### src/design/lsrc_pkg.sv
// ----------------------------------------------------------------------------
// lsrc_pkg - shared definitions for the linear sample rate converter
// Widths, Q16 constants and the sequencer state type.
// ----------------------------------------------------------------------------
package lsrc_pkg;

  localparam int SAMPLE_W = 16;
  localparam int STEP_W   = 23;
  localparam int POS_W    = 24;
  localparam int FRAC_W   = 17;                 // 0 .. 1.0 in Q16
  localparam int DIFF_W   = SAMPLE_W + 1;
  localparam int PROD_W   = DIFF_W + FRAC_W + 1;
  localparam int NUM_W    = PROD_W + 1;
  localparam int CNT_W    = 6;                  // up to 64 results per sample

  localparam logic [POS_W-1:0]  ONE_Q16   = POS_W'(65536);
  localparam logic [STEP_W-1:0] STEP_MIN  = STEP_W'(1024);
  localparam logic [STEP_W-1:0] STEP_RST  = STEP_W'(65536);
  localparam logic [CNT_W-1:0]  CNT_LAST  = {CNT_W{1'b1}};
  localparam logic signed [SAMPLE_W-1:0] SAMPLE_MAX = 16'sh7FFF;
  localparam logic signed [SAMPLE_W-1:0] SAMPLE_MIN = -16'sh8000;

  typedef enum logic [2:0] {
    S_IDLE = 3'b001,
    S_MUL  = 3'b010,
    S_ADD  = 3'b100
  } state_t;

endpackage

### src/design/linear_sample_rate_converter_unit.sv
// ----------------------------------------------------------------------------
// linear_sample_rate_converter_unit - mono 16-bit linear interpolation resampler
// Converts a signed 16-bit sample stream by a Q16 source/destination ratio.
// ----------------------------------------------------------------------------
// Each accepted input sample produces zero to 64 output samples; the final
// output of a sample carries last_of_run. Every output passes through S_MUL and
// S_ADD on one shared datapath: a 17x18 signed multiply of (cur - prev) by the
// Q16 fraction, then an add of prev*65536, round toward zero and load into the
// output register. A sample with outputs due therefore holds in_ready low until
// its last output is loaded (longer while the output register waits on
// out_ready); a sample with no output due is absorbed without leaving idle. The
// first sample after reset or after a ratio write is passed through unchanged.
// The output register lets the next input transfer while the last result of
// the previous one is still waiting. Writing cfg_wr_data clears all history; a
// ratio below 1024 (1/64) is used as 1024. Write the ratio only while idle.
// ----------------------------------------------------------------------------
module linear_sample_rate_converter_unit (
  input  logic                                    clk,
  input  logic                                    rst_n,
  // configuration
  input  logic                                    cfg_wr_en,
  input  logic [lsrc_pkg::STEP_W-1:0]             cfg_wr_data,
  // input channel
  input  logic                                    in_valid,
  output logic                                    in_ready,
  input  logic signed [lsrc_pkg::SAMPLE_W-1:0]    in_sample_in,
  // output channel
  output logic                                    out_valid,
  input  logic                                    out_ready,
  output logic signed [lsrc_pkg::SAMPLE_W-1:0]    out_sample_out,
  output logic                                    out_last_of_run
);

  lsrc_pkg::state_t                       state_r, state_nxt;
  logic [lsrc_pkg::STEP_W-1:0]            step_r;     // clamped at write
  logic signed [lsrc_pkg::SAMPLE_W-1:0]   prev_r;
  logic signed [lsrc_pkg::SAMPLE_W-1:0]   cur_r;
  logic                                   primed_r;
  logic [lsrc_pkg::POS_W-1:0]             pos_r;
  logic [lsrc_pkg::CNT_W-1:0]             cnt_r;
  logic signed [lsrc_pkg::PROD_W-1:0]     prod_r;
  logic                                   out_valid_r;
  logic signed [lsrc_pkg::SAMPLE_W-1:0]   out_data_r;
  logic                                   out_last_r;

  logic                                   in_xfer;
  logic                                   slot_free;
  logic signed [lsrc_pkg::DIFF_W-1:0]     diff;
  logic signed [lsrc_pkg::FRAC_W:0]       frac_s;
  logic signed [lsrc_pkg::NUM_W-1:0]      num;
  logic signed [lsrc_pkg::NUM_W-17:0]     quo;
  logic signed [lsrc_pkg::NUM_W-17:0]     quo_rz;
  logic signed [lsrc_pkg::SAMPLE_W-1:0]   interp;
  logic [lsrc_pkg::POS_W-1:0]             pos_adv;
  logic                                   is_last;

  assign in_ready  = (state_r == lsrc_pkg::S_IDLE);
  assign in_xfer   = in_valid && in_ready;
  assign slot_free = !out_valid_r || out_ready;

  // multiply stage: (cur - prev) * frac, frac is at most 1.0 here
  assign diff   = lsrc_pkg::DIFF_W'(cur_r) - lsrc_pkg::DIFF_W'(prev_r);
  assign frac_s = {1'b0, pos_r[lsrc_pkg::FRAC_W-1:0]};

  // add stage: prev*65536 + product, then divide by 65536 toward zero
  assign num    = {{(lsrc_pkg::NUM_W-lsrc_pkg::SAMPLE_W-16){prev_r[lsrc_pkg::SAMPLE_W-1]}},
                   prev_r, 16'h0000} + lsrc_pkg::NUM_W'(prod_r);
  assign quo    = num[lsrc_pkg::NUM_W-1:16];
  assign quo_rz = (num[lsrc_pkg::NUM_W-1] && (num[15:0] != 16'h0000)) ?
                  quo + (lsrc_pkg::NUM_W-16)'(1) : quo;

  always_comb begin
    if (quo_rz > (lsrc_pkg::NUM_W-16)'(lsrc_pkg::SAMPLE_MAX)) begin
      interp = lsrc_pkg::SAMPLE_MAX;
    end else if (quo_rz < (lsrc_pkg::NUM_W-16)'(lsrc_pkg::SAMPLE_MIN)) begin
      interp = lsrc_pkg::SAMPLE_MIN;
    end else begin
      interp = quo_rz[lsrc_pkg::SAMPLE_W-1:0];
    end
  end

  assign pos_adv = pos_r + lsrc_pkg::POS_W'(step_r);
  assign is_last = (pos_adv > lsrc_pkg::ONE_Q16) || (cnt_r == lsrc_pkg::CNT_LAST);

  always_comb begin
    state_nxt = state_r;
    unique case (state_r)
      lsrc_pkg::S_IDLE: begin
        if (in_xfer && (!primed_r || (pos_r <= lsrc_pkg::ONE_Q16))) begin
          state_nxt = lsrc_pkg::S_MUL;
        end
      end
      lsrc_pkg::S_MUL:  state_nxt = lsrc_pkg::S_ADD;
      lsrc_pkg::S_ADD: begin
        if (slot_free) begin
          state_nxt = is_last ? lsrc_pkg::S_IDLE : lsrc_pkg::S_MUL;
        end
      end
      default: state_nxt = lsrc_pkg::S_IDLE;
    endcase
  end

  // control and history
  always_ff @(posedge clk) begin
    if (!rst_n) begin
      state_r     <= lsrc_pkg::S_IDLE;
      step_r      <= lsrc_pkg::STEP_RST;
      prev_r      <= '0;
      primed_r    <= 1'b0;
      pos_r       <= '0;
      cnt_r       <= '0;
      out_valid_r <= 1'b0;
    end else begin
      state_r <= state_nxt;

      // output register: load wins over drain
      if ((state_r == lsrc_pkg::S_ADD) && slot_free) begin
        out_valid_r <= 1'b1;
      end else if (out_ready) begin
        out_valid_r <= 1'b0;
      end

      if (cfg_wr_en) begin
        step_r   <= (cfg_wr_data < lsrc_pkg::STEP_MIN) ? lsrc_pkg::STEP_MIN : cfg_wr_data;
        prev_r   <= '0;
        primed_r <= 1'b0;
        pos_r    <= '0;
      end else if (in_xfer) begin
        cnt_r <= '0;
        if (!primed_r) begin
          // first sample: land exactly on it
          primed_r <= 1'b1;
          pos_r    <= lsrc_pkg::ONE_Q16;
        end else if (pos_r > lsrc_pkg::ONE_Q16) begin
          // nothing due in this interval, just slide the window
          pos_r  <= pos_r - lsrc_pkg::ONE_Q16;
          prev_r <= in_sample_in;
        end
      end else if ((state_r == lsrc_pkg::S_ADD) && slot_free) begin
        cnt_r <= cnt_r + lsrc_pkg::CNT_W'(1);
        if (is_last) begin
          pos_r  <= (pos_adv > lsrc_pkg::ONE_Q16) ? pos_adv - lsrc_pkg::ONE_Q16 : '0;
          prev_r <= cur_r;
        end else begin
          pos_r <= pos_adv;
        end
      end
    end
  end

  // datapath registers
  always_ff @(posedge clk) begin
    if (in_xfer) begin
      cur_r <= in_sample_in;
    end
    if (state_r == lsrc_pkg::S_MUL) begin
      prod_r <= lsrc_pkg::PROD_W'(diff) * lsrc_pkg::PROD_W'(frac_s);
    end
    if ((state_r == lsrc_pkg::S_ADD) && slot_free) begin
      out_data_r <= interp;
      out_last_r <= is_last;
    end
  end

  assign out_valid       = out_valid_r;
  assign out_sample_out  = out_data_r;
  assign out_last_of_run = out_last_r;

endmodule
### config.mk
export PLATFORM = sky130hd
export DESIGN_NAME = linear_sample_rate_converter_unit
export DESIGN_NICKNAME = d
export VERILOG_FILES = /design/src/design/lsrc_pkg.sv /design/src/design/linear_sample_rate_converter_unit.sv
export SDC_FILE = /design/constraint.sdc
export NUM_CORES = 1
export LEC_CHECK = 0
export BUFFER_PORTS_ARGS = -buffer_cell sky130_fd_sc_hd__buf_2
export CORE_MARGIN = 2
export CORE_UTILIZATION = 65
export DETAILED_ROUTE_END_ITERATION = 16
export PLACE_DENSITY = 0.83
export SYNTH_ARGS = -nofsm -noshare
export SYNTH_HDL_FRONTEND = slang
export SYNTH_SLANG_ARGS = --single-unit
### constraint.sdc
create_clock -name clk -period 11.1 [get_ports clk]
set_input_delay 1.11 -clock clk [delete_from_list [all_inputs] [get_ports clk]]
set_output_delay 1.11 -clock clk [all_outputs]
set_load 0.02 [all_outputs]
# Yosys cells after proc, flatten, opt, wreduce, memory -nomap -nowiden
# Cells that the tools add are included.
# op_classes
n_addsub	7
multipliers	1
order_cmp	6
eq_ne	9
n_mux	22
n_bitwise	2
reduce_logical	18
# ops
cell	count
$mux W24	6
$mux W16	6
$gt A24 B17 Y1 const B	2
$sub A24 B17 Y24 const B	2
$add A32 B35 Y36	1
$mul A17 B18 Y35	1
$add A24 B23 Y24	1
$le A24 B17 Y1 const B	1
$lt A23 B11 Y1 const B	1
$mux W23	1
$add A20 B2 Y20 const B	1
$gt A20 B16 Y1 const B	1
$lt A20 B16 Y1 const B	1
$mux W20	1
$sub A16 B16 Y17	1
$reduce_bool A16 Y1	1
$mux W6	2
$pmux W3 S3	1
$add A6 B1 Y6 const B	1
$eq A6 B6 Y1 const B	1
$mux W3	2
$reduce_and A2 Y1	3
$reduce_bool A2 Y1	3
$logic_and A1 B1 Y1	4
13 further kinds	20
# totals
reg_bits	142
in_bits	44
elab_cells	76

# Logic depth before layout (Yosys ltp)
# depth
word_depth	6
depth_mapped	37
mapped_depth_nobuf	36

# Worst setup path after synthesis
# OpenSTA, ideal clock, no wires.
# synth_timing
path_kind	reg2reg
startpoint	register cur_r[0] in the netlist's numbering
endpoint	register prod_r[34] in the netlist's numbering (data pin)
setup_time_ns	0.167
t_arrival_ns	7.977
setup_slack_ns	2.956
path_stages_with_launch	36
path_buffers	1
period_less_slack_ns	8.144
cell_sequence	edfxtp_1 > inv_1 > ha_1 > fa_1 > nor2b_1 > o21ai_0 > a21boi_0 > o21ai_0 > a21boi_0 > o21ai_0 > a21oi_1 > or3b_2 > a21oi_1 > xnor2_1 > clkbuf_1 > nand2_1 > fa_1 > inv_1 > fa_1 > fa_1 > fa_1 > fa_1 > inv_1 > fa_1 > inv_1 > ha_1 > nor4_1 > nand2_1 > o21ai_0 > a31oi_1 > a21bo_2 > o211ai_1 > a21boi_0 > o22ai_1 > nor3_1 > a211oi_1
# synth_via
elab_chain_cells	2
# synth_rtl
element	line_no	text
from (decl)	linear_sample_rate_converter_unit.sv:37	logic signed [lsrc_pkg::SAMPLE_W-1:0] cur_r;
from (signal assigned)	linear_sample_rate_converter_unit.sv:154	cur_r <= in_sample_in;
$sub A16 B16 Y17	linear_sample_rate_converter_unit.sv:62	assign diff = lsrc_pkg::DIFF_W'(cur_r) - lsrc_pkg::DIFF_W'(prev_r);
$mul A17 B18 Y35	linear_sample_rate_converter_unit.sv:157	prod_r <= lsrc_pkg::PROD_W'(diff) * lsrc_pkg::PROD_W'(frac_s);
to (signal assigned)	linear_sample_rate_converter_unit.sv:157	
to (decl)	linear_sample_rate_converter_unit.sv:41	logic signed [lsrc_pkg::PROD_W-1:0] prod_r;
# Every way passes these cells.
# A chain may end at the register's enable or synchronous reset.

# Final worst setup path
# layout_timing
startpoint	register prev_r[1] in the netlist's numbering
endpoint	register prod_r[32] in the netlist's numbering (data pin)
# layout_via
elab_chain_cells	2
# layout_rtl
element	line_no	text
from (decl)	linear_sample_rate_converter_unit.sv:36	logic signed [lsrc_pkg::SAMPLE_W-1:0] prev_r;
from (signal assigned)	linear_sample_rate_converter_unit.sv:137	prev_r <= in_sample_in;
from (signal assigned)	linear_sample_rate_converter_unit.sv:143	prev_r <= cur_r;
$sub A16 B16 Y17	linear_sample_rate_converter_unit.sv:62	
$mul A17 B18 Y35	linear_sample_rate_converter_unit.sv:157	
# Every way passes these cells.

==> results.txt <==
Leakage: 9.68 nW
Die Span X: 174 µm
Post-Synthesis Cells: 2152
unrepaired setup endpoints after global routing: no
Ys Warns: 0
Inserted Diodes: 0
NumNets Final: 2637
ys flop type: dfxtp_1
final hold violations: 0
Slew @ Worst Pin: 1.18 ns
share of cells above drive strength 1: 0.0764
fin crit share: 0.855
Worst path max stage delay: 0.82 ns
Core ar.: 28600 µm²
number of enable flip-flop cells after synthesis: 68
Tot GR Track Use: 0.320
full die area: 30400 µm²
FFs w/ async S/R, synth: 0
Num CTS Buffers: 17
fmax: 105 MHz
Final setup viols: 0
IO Pins: 63
fin worst setup slack: 1.61 ns
mean post-synth cell area: 8.78 µm²
post-DR wirelength/cell: 18.3 µm
post-DR vias/cell: 6.05
Pwr Density: 94.8 nW/µm²
worst hold path class: reg -> reg
Residual DRC: 0
#FFs+latches synth: 142
vias in the first global route: 15900
max_slew headroom: 0.210
Num Clock Sinks: 142
Die Y: 174 µm
WS Path Type: reg -> reg
Root Buffer: clkbuf_16
DR vias: 15500
Crit Path Max Fanout: 17
clock latency on the worst-skew pair: 0.44 ns
initial DRC count: 1452
MaxCap Viol Count: 0
gp weighted congestion: 0.934
Final HPWL DP: 36.0 mm
CP most frequent cell: fa_1
Worst Skew: 0.0130 ns
Critical Path Sink Type: flop
CTS tree: done
Finished Core Util: 0.704
most common cell after layout, fill and taps aside: inv_1
final antenna-violating net count: 0
pin count of the biggest net entering global routing: 37
R2R Setup Slk: 1.61 ns
total wire length: 47.1 mm
status: finished, final reports clean
Reg clk slew, reported paths: 0.06 ns
initial antenna violation count: 2
slowest CP cell: o21ai_1
# rows: 62
maximum clock insertion buffer count: 2
hold_sp: prev_r[0]
Tot Pwr: 1.91 mW
pins over their slew limit: 0
Hold Path Sink: prev_r[0]
pre-CTS worst setup slack: 1.74 ns
Final Critical Period: 9.49 ns
IO buf count: 62
Cell Area, Synth: 18900 µm²
Layout area overhead: 6.70%
total nets after synthesis: 2615
global-route wire length before repair: 77.9 mm
post-synthesis sequential area ratio: 0.187
H-tree Lvls: 4
reg2reg start: prev_r[1]
Peak supply drop: 0.0000963 V
commonest cells after routing, fill and taps aside: inv_1 (349), nand2_1 (228), fa_1 (227)
total grt overflow: 0
Critical Path Start Type: flop
Setup TNS Final: 0 ns
Initial Util: 0.660
hold path cells: 2
CTS Hold Bufs: 0
Critical R2R Capture: prod_r[32]
Unique masters post-synth: 90
drt first pass iters: 6
CP arrival: 9.63 ns
Setup Fix Bufs, Post-CTS: 0
worst r2r path cells: 32
Crit path required time: 11.24 ns
post-CTS sizing: 0
==> metal layers <==
| layer | global-route usage | share of wire | vias to the layer above |
|---|---|---|---|
| li1 | - | - | 7151 |
| met1 | 0.402 | 0.40 | 7547 |
| met2 | 0.545 | 0.49 | 714 |
| met3 | 0.0720 | 0.086 | 137 |
| met4 | 0.109 | 0.032 | 0 |
| met5 | 0 | 0 | - |
==> cell type report <==
class | instances | area (µm²)
clock inverter | 12 | 134
sequential | 142 | 3520
inverter | 350 | 1310
timing repair buffer | 82 | 460
clock buffer | 20 | 468
multi-input combinational | 1581 | 13800
fill | 2172 | 8470
tap | 384 | 480
==> registers in the layout, summed over array words and instances (netlist names), 3 cells and up <==
register,flops
cnt_r,6
cur_r,16
out_sample_out,16
pos_r,24
prev_r,16
prod_r,35
state_r,3
step_r,23
==> critical path, delay by kind of cell (launching register included) <==
family / cells / cell delay [ns]
AOI/OAI and AO/OA: 16 / 4.01
adders and majority gates: 8 / 3.73
and+or+nand+nor: 4 / 0.76
DFF: 1 / 0.43
buffers and inverters: 4 / 0.25
==> cells by family after synthesis <==
family                   Yosys count  share of synthesized area
AND/OR/NAND/NOR                  707                      0.183
buffers and inverters            429                     0.0855
adder cells (fa/ha/maj)          419                      0.368
AO/OA/AOI/OAI                    361                      0.132
flip-flops                       142                      0.187
XOR/XNOR                          82                     0.0390
multiplexers                      12                    0.00643
==> where the power goes <==
group	switching [mW]	leakage, nW	internal (mW)
clock	0.236	0.290	0.351
combinational	0.462	8.15	0.246
sequential	0.0251	1.24	0.591
==> cell usage after synthesis (4+ instances only) <==
cell,instances,area (µm²)
a2111oi_0,5,43.8
a211o_1,7,61.3
a211oi_1,12,90.1
a21boi_0,7,52.6
a21o_1,14,105
a21oi_1,86,430
a22o_1,26,228
a31oi_1,9,56.3
a41oi_1,4,35.0
and2_1,83,519
and3_1,28,175
buf_1,6,22.5
clkbuf_1,69,259
dfxtp_1,74,1480
edfxtp_1,68,2040
fa_1,227,4540
ha_1,192,2400
inv_1,349,1310
mux2i_1,11,110
nand2_1,228,856
nand2b_1,10,62.6
nand3_1,31,155
nand4_1,13,81.3
nor2_1,158,593
nor2b_1,46,288
nor3_1,37,185
nor3b_1,4,30.0
nor4_1,14,87.6
o2111ai_1,4,35.0
o211ai_1,19,143
o21a_1,17,128
o21ai_0,72,360
o21bai_1,11,82.6
o22ai_1,4,25.0
o31ai_1,16,120
or2_2,14,87.6
or3_1,13,81.3
xnor2_1,54,473
xor2_1,27,236
==> worst max path at each step <==
stage	startpoint	end	slack (ns)	cells after the start
2_1_floorplan	cur_r[0]	prod_r[34]	2.96	35
6_report	prev_r[1]	prod_r[32]	1.61	32
3_5_place_dp	prev_r[1]	prod_r[32]	1.74	32
4_1_cts	prev_r[1]	prod_r[32]	1.70	32
3_3_place_gp	prev_r[1]	prod_r[34]	2.13	33
5_1_grt	prev_r[1]	prod_r[32]	0.93	32
==> stage by stage <==
step,hold slack [ns],cells,area [µm²]
6_report,0.476,2571,20200
3_3_place_gp,0.461,2539,19600
3_5_place_dp,0.469,2539,19600
2_1_floorplan,0.442,2152,18900
5_1_grt,0.503,2571,20200
4_1_cts,0.476,2571,20200
(Power assumes the default switching activity.)
